<file path="config.mk">
export PLATFORM = sky130hd
export DESIGN_NAME = zone_intrusion_alarm
export DESIGN_NICKNAME = d
export VERILOG_FILES = /design/src/rtl/zia_pkg.sv /design/src/rtl/zone_intrusion_alarm.sv
export SDC_FILE = /design/constraint.sdc
export NUM_CORES = 1
export LEC_CHECK = 0
export ABC_AREA = 0
export BUFFER_PORTS_ARGS = -buffer_cell sky130_fd_sc_hd__buf_2
export CORE_MARGIN = 5
export CORE_UTILIZATION = 60
export DETAILED_ROUTE_END_ITERATION = 8
export PLACE_DENSITY = 0.79
export SYNTH_ARGS = -nofsm -noshare
export SYNTH_HDL_FRONTEND = slang
export SYNTH_SLANG_ARGS = --single-unit
</file>
<file path="constraint.sdc">
create_clock -name clk -period 4.1 [get_ports clk]
set_input_delay 0.41 -clock clk [delete_from_list [all_inputs] [get_ports clk]]
set_output_delay 0.41 -clock clk [all_outputs]
set_load 0.01 [all_outputs]
</file>
<file path="src/rtl/zia_pkg.sv">
// Types, constants and codes shared by the zone intrusion alarm.
`default_nettype none

package zia_pkg;

  // Build-time sizing
  localparam int NUM_CAMERAS = 4;
  localparam int COUNT_BITS  = 24;

  // Fixed field widths
  localparam int CAM_W      = 2;
  localparam int CONF_W     = 11;
  localparam int BOX_W      = 12;
  localparam int MASK_W     = 8;
  localparam int PIX_THR_W  = 24;
  localparam int HOLD_W     = 16;
  localparam int ELAPSED_W  = 16;
  localparam int LEVEL_W    = 2;
  localparam int CFG_IDX_W  = 2;
  localparam int CFG_DATA_W = 24;

  // Camera addressing into the per-camera state memory
  localparam int CAM_AW = (NUM_CAMERAS > 1) ? $clog2(NUM_CAMERAS) : 1;
  // Wide enough to hold the camera field and the value NUM_CAMERAS itself
  localparam int CAM_CW = $clog2(NUM_CAMERAS + 1);
  localparam int CAM_XW = (CAM_CW > CAM_W) ? CAM_CW : CAM_W;

  // Width used to compare a pixel count with the pixel threshold
  localparam int CMP_W = (COUNT_BITS > PIX_THR_W) ? COUNT_BITS : PIX_THR_W;

  localparam logic [BOX_W-1:0]  MIN_BOX_SIDE   = BOX_W'(15);
  localparam logic [MASK_W-1:0] MASK_SET_LIMIT = MASK_W'(127);

  // Register reset values
  localparam logic [CONF_W-1:0]    CONF_THR_RST = CONF_W'(512);
  localparam logic [PIX_THR_W-1:0] PIX_THR_RST  = PIX_THR_W'(100);
  localparam logic [HOLD_W-1:0]    HOLD_RST     = HOLD_W'(1000);

  typedef enum logic [1:0] {
    FN_TICK       = 2'd0,
    FN_PIXEL      = 2'd1,
    FN_END_TARGET = 2'd2,
    FN_END_FRAME  = 2'd3
  } func_t;

  typedef enum logic [CFG_IDX_W-1:0] {
    CFG_CONF_THR = 2'd0,
    CFG_PIX_THR  = 2'd1,
    CFG_HOLD     = 2'd2
  } cfg_reg_t;

  localparam logic [LEVEL_W-1:0] LVL_SAFE  = 2'd0;
  localparam logic [LEVEL_W-1:0] LVL_DECEL = 2'd1;
  localparam logic [LEVEL_W-1:0] LVL_STOP  = 2'd2;

  typedef struct packed {
    func_t             func;
    logic [CAM_W-1:0]  camera;
    logic              in_stop_zone;
    logic              in_decel_zone;
    logic [MASK_W-1:0] mask_value;
    logic [CONF_W-1:0] confidence;
    logic [BOX_W-1:0]  box_width;
    logic [BOX_W-1:0]  box_height;
    logic              mask_fits_box;
  } item_t;

  typedef struct packed {
    logic [CAM_W-1:0]   result_camera;
    logic [LEVEL_W-1:0] level;
    logic               snapshot;
    logic               level_changed;
    logic               stop_hit;
    logic               decel_hit;
  } result_t;

  // One entry of the per-camera state memory
  typedef struct packed {
    logic [LEVEL_W-1:0] prev_level;
    logic               stop_hit;
    logic               decel_hit;
  } cam_state_t;

endpackage

`default_nettype wire

</file>
<file path="src/rtl/zone_intrusion_alarm.sv">
// Zone intrusion alarm: per-camera level judgment over a stream of detection beats.
//
//  channel  | handshake              | payload              | direction
//  ---------+------------------------+----------------------+----------
//  item     | item_valid / item_stall| item   (item_t)      | in
//  result   | result_valid /         | result (result_t)    | out
//           |   result_stall         |                      |
//  config   | wr_en                  | wr_index, wr_data    | in
//
// One item beat per cycle sustained while item_stall is low. An accepted item
// enters the work stage as its state entry is read; the work stage writes the
// entry back at the same edge as it registers a frame-end result for output.
// The memory's single write port and the forward path from a write-back to a
// read in the same cycle keep back-to-back beats on one camera correct.
// Reset (rst, synchronous) restores the registers, sets all hold timers to
// the far past and clears the memory's valid bits; no clearing pass is run.
// A stalled result holds; an end-of-frame beat waiting behind it holds the
// work stage, and only then is item_stall raised.
`default_nettype none

module zone_intrusion_alarm
  import zia_pkg::*;
(
  input  wire logic                  clk,
  input  wire logic                  rst,
  // item channel
  input  wire logic                  item_valid,
  output logic                       item_stall,
  input  wire item_t                 item,
  // result channel
  output logic                       result_valid,
  input  wire logic                  result_stall,
  output result_t                    result,
  // configuration writes
  input  wire logic                  wr_en,
  input  wire logic [CFG_IDX_W-1:0]  wr_index,
  input  wire logic [CFG_DATA_W-1:0] wr_data
);

  // ---------------------------------------------------------------------
  // Configuration registers
  // ---------------------------------------------------------------------
  logic [CONF_W-1:0]    conf_thr;
  logic [PIX_THR_W-1:0] pix_thr;
  logic [HOLD_W-1:0]    hold_ms;

  always_ff @(posedge clk) begin
    if (rst) begin
      conf_thr <= CONF_THR_RST;
      pix_thr  <= PIX_THR_RST;
      hold_ms  <= HOLD_RST;
    end else if (wr_en) begin
      unique case (cfg_reg_t'(wr_index))
        CFG_CONF_THR: conf_thr <= wr_data[CONF_W-1:0];
        CFG_PIX_THR:  pix_thr  <= wr_data[PIX_THR_W-1:0];
        CFG_HOLD:     hold_ms  <= wr_data[HOLD_W-1:0];
        default: ;  // unmapped index: drop the write
      endcase
    end
  end

  // ---------------------------------------------------------------------
  // Handshake and work stage
  // ---------------------------------------------------------------------
  logic       s1_valid;
  item_t      s1_item;
  logic       s1_fire;
  logic       s1_is_frame;
  logic       out_free;
  logic       accept;

  logic [CAM_XW-1:0] s1_cam_ext;
  logic              s1_cam_ok;
  logic [CAM_AW-1:0] s1_idx;

  logic [CAM_XW-1:0] in_cam_ext;
  logic [CAM_AW-1:0] in_idx;

  assign in_cam_ext = CAM_XW'(item.camera);
  assign in_idx     = in_cam_ext[CAM_AW-1:0];

  assign s1_cam_ext  = CAM_XW'(s1_item.camera);
  assign s1_cam_ok   = s1_cam_ext < CAM_XW'(NUM_CAMERAS);
  assign s1_idx      = s1_cam_ext[CAM_AW-1:0];
  assign s1_is_frame = (s1_item.func == FN_END_FRAME) && s1_cam_ok;

  assign out_free   = !result_valid || !result_stall;
  // Only a frame-end beat for an existing camera needs the output slot; everything else retires.
  assign s1_fire    = s1_valid && (out_free || !s1_is_frame);
  assign item_stall = s1_valid && !s1_fire;
  assign accept     = item_valid && !item_stall;

  always_ff @(posedge clk) begin
    if (rst) begin
      s1_valid <= 1'b0;
    end else if (accept) begin
      s1_valid <= 1'b1;
    end else if (s1_fire) begin
      s1_valid <= 1'b0;
    end
  end

  always_ff @(posedge clk) begin
    if (accept) begin
      s1_item <= item;
    end
  end

  // ---------------------------------------------------------------------
  // Per-camera state memory: read at accept, write back from the work stage
  // ---------------------------------------------------------------------
  cam_state_t                 mem [NUM_CAMERAS];
  logic [NUM_CAMERAS-1:0]     mem_ok;      // entry written since reset
  cam_state_t                 rd_data;
  logic                       rd_ok;
  logic                       fwd_hit;
  cam_state_t                 fwd_data;
  logic                       mem_we;
  cam_state_t                 st_cur;
  cam_state_t                 st_next;

  assign mem_we = s1_fire && s1_cam_ok &&
                  (s1_item.func == FN_END_TARGET || s1_item.func == FN_END_FRAME);

  always_ff @(posedge clk) begin
    if (mem_we) begin
      mem[s1_idx] <= st_next;
    end
    if (accept) begin
      rd_data  <= mem[in_idx];
      fwd_data <= st_next;
    end
  end

  always_ff @(posedge clk) begin
    if (rst) begin
      mem_ok  <= '0;
      rd_ok   <= 1'b0;
      fwd_hit <= 1'b0;
    end else begin
      if (mem_we) begin
        mem_ok[s1_idx] <= 1'b1;
      end
      if (accept) begin
        rd_ok   <= mem_ok[in_idx];
        // Write-back to the entry being read in the same cycle: forward it.
        fwd_hit <= mem_we && (s1_idx == in_idx);
      end
    end
  end

  // An entry never written reads as its reset value: safe, no hits.
  always_comb begin
    if (fwd_hit) begin
      st_cur = fwd_data;
    end else if (rd_ok) begin
      st_cur = rd_data;
    end else begin
      st_cur = '0;
    end
  end

  // ---------------------------------------------------------------------
  // Target pixel counters and hold timers
  // ---------------------------------------------------------------------
  logic [COUNT_BITS-1:0] stop_count;
  logic [COUNT_BITS-1:0] decel_count;
  logic [ELAPSED_W-1:0]  stop_el  [NUM_CAMERAS];
  logic [ELAPSED_W-1:0]  decel_el [NUM_CAMERAS];

  logic pix_set;
  logic qualified;
  logic stop_int;
  logic decel_int;
  logic hit_stop;
  logic hit_decel;

  assign pix_set   = s1_item.mask_value > MASK_SET_LIMIT;
  assign qualified = s1_cam_ok && (s1_item.confidence >= conf_thr) &&
                     (s1_item.box_width >= MIN_BOX_SIDE) &&
                     (s1_item.box_height >= MIN_BOX_SIDE) && s1_item.mask_fits_box;
  assign stop_int  = CMP_W'(stop_count) > CMP_W'(pix_thr);
  assign decel_int = CMP_W'(decel_count) > CMP_W'(pix_thr);
  // A stop intrusion masks the decel test.
  assign hit_stop  = qualified && stop_int;
  assign hit_decel = qualified && !stop_int && decel_int;

  always_ff @(posedge clk) begin
    if (rst) begin
      stop_count  <= '0;
      decel_count <= '0;
    end else if (s1_fire) begin
      unique case (s1_item.func)
        FN_PIXEL: begin
          if (pix_set && s1_item.in_stop_zone && !(&stop_count)) begin
            stop_count <= stop_count + 1'b1;
          end
          if (pix_set && s1_item.in_decel_zone && !(&decel_count)) begin
            decel_count <= decel_count + 1'b1;
          end
        end
        FN_END_TARGET: begin
          stop_count  <= '0;
          decel_count <= '0;
        end
        default: ;
      endcase
    end
  end

  always_ff @(posedge clk) begin
    if (rst) begin
      for (int c = 0; c < NUM_CAMERAS; c++) begin
        stop_el[c]  <= '1;
        decel_el[c] <= '1;
      end
    end else if (s1_fire) begin
      if (s1_item.func == FN_TICK) begin
        // Advance every camera's timers, saturating at the far past.
        for (int c = 0; c < NUM_CAMERAS; c++) begin
          if (!(&stop_el[c])) begin
            stop_el[c] <= stop_el[c] + 1'b1;
          end
          if (!(&decel_el[c])) begin
            decel_el[c] <= decel_el[c] + 1'b1;
          end
        end
      end else if (s1_item.func == FN_END_TARGET) begin
        if (hit_stop) begin
          stop_el[s1_idx] <= '0;
        end else if (hit_decel) begin
          decel_el[s1_idx] <= '0;
        end
      end
    end
  end

  // ---------------------------------------------------------------------
  // Frame judgment and state write-back
  // ---------------------------------------------------------------------
  logic               f_stop;
  logic               f_decel;
  logic [LEVEL_W-1:0] judged_level;
  logic               snap;

  assign f_stop       = stop_el[s1_idx] < hold_ms;
  assign f_decel      = !f_stop && (decel_el[s1_idx] < hold_ms);
  assign judged_level = f_stop ? LVL_STOP : (f_decel ? LVL_DECEL : LVL_SAFE);
  assign snap         = (f_stop && (st_cur.prev_level != LVL_STOP) && st_cur.stop_hit) ||
                        (f_decel && (st_cur.prev_level == LVL_SAFE) && st_cur.decel_hit);

  always_comb begin
    st_next = st_cur;
    if (s1_item.func == FN_END_FRAME) begin
      // Record the level, drop the frame's hit flags.
      st_next.prev_level = judged_level;
      st_next.stop_hit   = 1'b0;
      st_next.decel_hit  = 1'b0;
    end else begin
      st_next.stop_hit  = st_cur.stop_hit  | hit_stop;
      st_next.decel_hit = st_cur.decel_hit | hit_decel;
    end
  end

  // ---------------------------------------------------------------------
  // Output register
  // ---------------------------------------------------------------------
  always_ff @(posedge clk) begin
    if (rst) begin
      result_valid <= 1'b0;
    end else if (s1_fire && s1_is_frame) begin
      result_valid <= 1'b1;
    end else if (!result_stall) begin
      result_valid <= 1'b0;
    end
  end

  always_ff @(posedge clk) begin
    if (s1_fire && s1_is_frame) begin
      result.result_camera <= s1_item.camera;
      result.level         <= judged_level;
      result.snapshot      <= snap;
      result.level_changed <= judged_level != st_cur.prev_level;
      result.stop_hit      <= st_cur.stop_hit;
      result.decel_hit     <= st_cur.decel_hit;
    end
  end

`ifndef SYNTHESIS
  a_stall_only_on_frame: assert property (@(posedge clk) disable iff (rst)
    item_stall |-> (s1_valid && s1_is_frame && result_valid && result_stall))
    else $error("item stall without a blocked frame-end beat");

  a_snap_changes_level: assert property (@(posedge clk) disable iff (rst)
    result_valid |-> (!result.snapshot || result.level_changed))
    else $error("snapshot without a level change");

  a_snap_needs_hit: assert property (@(posedge clk) disable iff (rst)
    (result_valid && result.snapshot) |-> (result.stop_hit || result.decel_hit))
    else $error("snapshot without an intrusion in the frame");

  a_counts_cleared: assert property (@(posedge clk) disable iff (rst)
    (s1_fire && s1_item.func == FN_END_TARGET) |=> (stop_count == '0 && decel_count == '0))
    else $error("pixel counts not cleared after end of target");
`endif

endmodule

`default_nettype wire

</file>
# --- After elaboration in Yosys (flattened, before gate mapping) ---
# Memories as Yosys holds them, arrays and structs flattened. A register that Yosys moved wholly into a read port is not among the register bits.
# Cells that the tools add are included.
# Widths: inputs -> output; s select.
op_classes:
  reduce_logical: 60
  muxes: 91
  n_shift: 0
  n_lt_le_gt_ge: 12
  div: 0
  add_sub_neg: 10
  n_eq_ne: 11
  multipliers: 0
  bitwise: 11
ops:
  columns: ["operator", "n"]
  rows:
  - ["$mux 16", 10]
  - ["$add 16x1->16 const B", 8]
  - ["$reduce_and 16->1", 8]
  - ["$pmux 24 s2", 2]
  - ["$mux 1", 66]
  - ["$add 24x1->24 const B", 2]
  - ["$gt 24x24->1", 2]
  - ["$mux 24", 2]
  - ["$reduce_and 24->1", 2]
  - ["$lt 16x16->1", 2]
  - ["$reduce_or 16->1", 2]
  - ["$logic_and 1x1->1", 25]
  - ["$ge 12x4->1 const B", 2]
  - ["$mux 2", 7]
  - ["$ge 11x11->1", 1]
  - ["$or 1x1->1", 10]
  - ["$logic_not 1->1", 9]
  - ["$lt 2x3->1 const B", 3]
  - ["$gt 8x7->1 const B", 1]
  - ["$mux 4", 2]
  - ["$eq 2x2->1 const B", 3]
  - ["$logic_not 2->1", 3]
  - ["$ne 2x2->1 const B", 3]
  - ["$reduce_and 2->1", 3]
  - ["other kinds (11)", 17]
totals:
  memories: 3
  elab_cells: 226
  latchBits: 0
  register_bits: 169
  ram_bits: 144
  output_inout_bits: 10
  romBits: 0
mem_list:
  columns: ["name", "depth", "word_bits", "rd", "rd_ports_with_merged_regs", "write_ports", "line", "text"]
  rows:
  - ["decel_el", 4, 16, 5, 1, 4, "zone_intrusion_alarm.sv:169", "logic [ELAPSED_W-1:0] decel_el [NUM_CAMERAS];"]
  - ["stop_el", 4, 16, 5, 1, 4, "zone_intrusion_alarm.sv:168", "logic [ELAPSED_W-1:0] stop_el [NUM_CAMERAS];"]
  - ["mem", 4, 4, 1, 1, 1, "zone_intrusion_alarm.sv:112", "cam_state_t mem [NUM_CAMERAS];"]

# --- Depth between registers and ports, before layout ---
logic_depth:
  ltp_word: 16
  mapped_depth: 10
  depth_no_buf: 8

# --- Least setup slack after synthesis ---
# No wires, ideal clock.
synth_timing:
  path_kind: "register to register"
  start: "reg with a tool-made name"
  end: "reg fwd_data[2] in the netlist's numbering (data pin)"
  t_arrival_ns: 3.027
  stages_incl_launch_ff: 11
  setup_slack_ns: 0.804
  t_required_ns: 3.832
  path_cell_list: "dfxtp_1 clkbuf_1 buf_1 mux4_2 ha_1 a21o_1 a211oi_1 a21oi_1 nor3_2 nor2_1 mux2_2"
synth_lines:
  columns: ["item", "line", "text"]
  rows:
  - ["end signal: assignment", "zone_intrusion_alarm.sv:131", "fwd_data <= st_next;"]
  - ["end: declaration", "zone_intrusion_alarm.sv:117", "cam_state_t fwd_data;"]

==> metrics.csv <==
metric;value;unit
status;complete, no violations;
FF+latch count, synth;312;
Detailed Routing Iterations Pass 1;5;
CP Launch Type;flip-flop;
synth warn;0;
# rows;60;
Post-synth EDFFs;75;
final design utilization;0.6817;
initial antenna violation count;0;
top-count cell post-synth;dfxtp_1;
worst slew pin tran;1.260;ns
FMAX;301.9;MHz
Levels on crit path;10;
gp weighted congestion;0.9202;
Die X-Extent;176.0;um
Synth area leader;dfxtp_1;
CP max FO;15;
DR vias;13490;
Internal;5.230;mW
slack of the critical path;0.7879;ns
count of cell types in the netlist;80;
CTS buffer count;35;
net count after synthesis;1904;
Setup Buffers After CTS;0;
# resized after CTS;0;
power share of the combinational group;0.052;
largest cells by area after synthesis;dfxtp_1 29%, edfxtp_1 14%, ha_1 7.5%;
Synth async-reset ratio;0;
TNS Setup;0;ns
syn_area_per_cell;9.586;sq um
CP Buf/Inv Count;2;
Critical Path End;mem[3][2]$_DFFE_PP_;
clock sinks;312;
first-pass GRT wire length;66560;um
Pwr Density;366.1;mW/mm^2
GRT Total Usage;0.2633;
DRT antenna net count;0;
share of the synthesized area in the top cell type;0.2871;
MaxCap Viol Count;0;
overall die area;0.03096;sq mm
CP endpoint kind;flip-flop;
clock root cell;clkbuf_16;
RR Endpoint;mem[3][2]$_DFFE_PP_;
Pleak;7.041;nW
Area Growth Syn to Fin;11.47;%
slew margin rel.;0.1560;
Worst R2R Setup Slack;0.79;ns
CP peak stage delay;0.61;ns
worst skew pair latency;0.53;ns
H-Tree Depth;2;
share of cells above drive strength 1;0.1333;
hold-fix buffers at CTS;0;
Wirelength per Cell;19.08;um
Iter 0 DRT Violations;989;
Vias/cell;6.234;
Die Y-Extent;176.0;um
core area;0.02703;sq mm
Slew Limit Fails;0;
io pins;91;
Max Root-Sink Buffers;3;
TritonCTS clock tree;built;
final hold vios;0;
Top cell by count, worst path;buf_4;
Seq/Total Area, Yosys;0.4233;
Sw Pwr;1.514;mW
Sequential Power Share;0.480;
main flop type after synthesis;dfxtp_1;
clock skew;0.01662;ns
data arrival time of the worst path;3.57;ns
DP HPWL;29400;um
final WL;41300;um
mapped cell area;0.01653;sq mm
RSZ-0062 raised after global routing;no;
PortBufs;83;
Hold Path Class;input pin to flip-flop;
period utilization;0.8078;
Worst path slowest cell;dfxtp_2;
clock power share;0.468;
CP Cell Sequence;buf_4, mux4_2, ha_1, and4_1, o211ai_1, nor4bb_1, o31ai_1, buf_4, nor2_1, mux2_2;
largest net degree at the start of global routing;89;
Sw Share;0.2245;
Reg2Reg Depth;10;
vias in the first global route;13240;
Place WS;0.7750;ns
Commonest cells post-synth;237 x dfxtp_1, 207 x a21oi_1, 148 x nor2_1, 138 x nand2_1, 99 x ha_1;
final net count;1978;
Crit path max-delay family;multiplexers;
FILL cells;2047;
residual DRC count;0;
Final Critical Period;3.312;ns
clock slew at reported path FFs;0.06;ns
Post-Synthesis Cells;1724;
grt total ovfl;0;
CP required;4.36;ns
antenna fix cells;0;
final setup vio count;0;
kind of critical path;flip-flop to flip-flop;
Initial Utilization;0.6115;
Max VDD drop;0.3507;mV
[how the worst min path moves through the flow]
stage	startpoint	end	slack, ns	cells past startpoint
after global placement	pix_thr[20]$_SDFFE_PP0P_	pix_thr[20]$_SDFFE_PP0P_	0.44	2
after CTS	item[27]	s1_item[27]$_DFFE_PP_	0.05	1
after floorplan	s1_idx[1]$_DFFE_PP_	result[7]$_DFFE_PP_	0.42	0
after detailed placement	pix_thr[18]$_SDFFE_PP0P_	pix_thr[18]$_SDFFE_PP0P_	0.45	2
final	item[18]	s1_item[18]$_DFFE_PP_	0.06	1
after global routing	item[20]	s1_item[20]$_DFFE_PP_	0.04	1
[stage by stage]
step                      hold slack, ns  cells  cell area [sq um]  power (mW)
final                            0.05926   2164              18420       6.744
after global routing             0.03623   2164              18420       6.970
after CTS                        0.04952   2164              18420       6.778
after detailed placement          0.4463   2102              17280       3.650
after global placement            0.4414   2102              17280       3.634
after floorplan                   0.4244   1724              16530       3.520
[logic make-up after synthesis]
logic type | synth area share
compound gates | 0.1411
xor+xnor | 0.07684
fa+ha+maj | 0.07495
buf+inv | 0.03725
flops | 0.4233
mux | 0.06019
simple gates | 0.1863
[power groups by stage]
stage          Sequential (mW)  Combinational, mW  Clock (mW)
2_1_floorplan             3.29              0.234           0
3_3_place_gp              3.30              0.334           0
3_5_place_dp              3.30              0.349           0
4_1_cts                   3.24              0.352        3.19
5_1_grt                   3.24              0.387        3.34
6_report                  3.24              0.354        3.15
[cells in the final DEF (no fill, tap or decap), types with 10 or more instances in the layout]
master       n
inv_1       74
o211ai_1    28
and4_1      21
nor3_1      30
nand4_1     58
nand3_1     71
and3_1      24
and2_1      16
ha_1        99
or3_1       10
clkbuf_16   35
mux4_2      37
nor2_1     148
edfxtp_1    75
a21oi_1    207
xor2_1      58
xnor2_1     87
dfxtp_1    236
nand2_1    138
a211oi_1    13
o21ai_0     27
a21o_1      14
buf_4       25
buf_2       82
nor4_1      24
[worst register-to-register path: stages (launching register included)]
cell and delay (ns):
dfxtp_2 0.61, buf_4 0.30, mux4_2 0.53, ha_1 0.30
and4_1 0.20, o211ai_1 0.09, nor4bb_1 0.16, o31ai_1 0.26
buf_4 0.20, nor2_1 0.07, mux2_2 0.32
[final cells by class]
class | instances | area (sq um) | area share
Clock buffer | 47 | 954.7 | 0.05182
Timing Repair Buffer | 108 | 618.1 | 0.03355
Tap cell | 341 | 426.7 | 0.02316
Clock inverter | 15 | 186.4 | 0.01012
Inverter | 76 | 285.3 | 0.01548
Sequential cell | 312 | 6998 | 0.3799
Multi-Input combinational cell | 1265 | 8954 | 0.4860
[registers in the layout, indices dropped and copies added (netlist names), 2 cells and up, named ones only]
| name | cells |
|---|---|
| stop_el | 64 |
| result | 8 |
| stop_count | 24 |
| conf_thr | 11 |
| s1_item | 41 |
| mem | 16 |
| fwd_data | 4 |
| rd_data | 4 |
| decel_el | 64 |
| decel_count | 24 |
| mem_ok | 4 |
| hold_ms | 16 |
| pix_thr | 24 |
| s1_idx | 2 |
[routing by layer]
metal	vias to the layer above	global-route usage	wire length [um]
met5	-	0	0
met4	0	0.1046	1701
met3	122	0.04026	2266
met2	448	0.4578	20280
met1	6430	0.3307	17050
li1	6491	-	-
No activity file was read; power rests on OpenSTA's default activity.
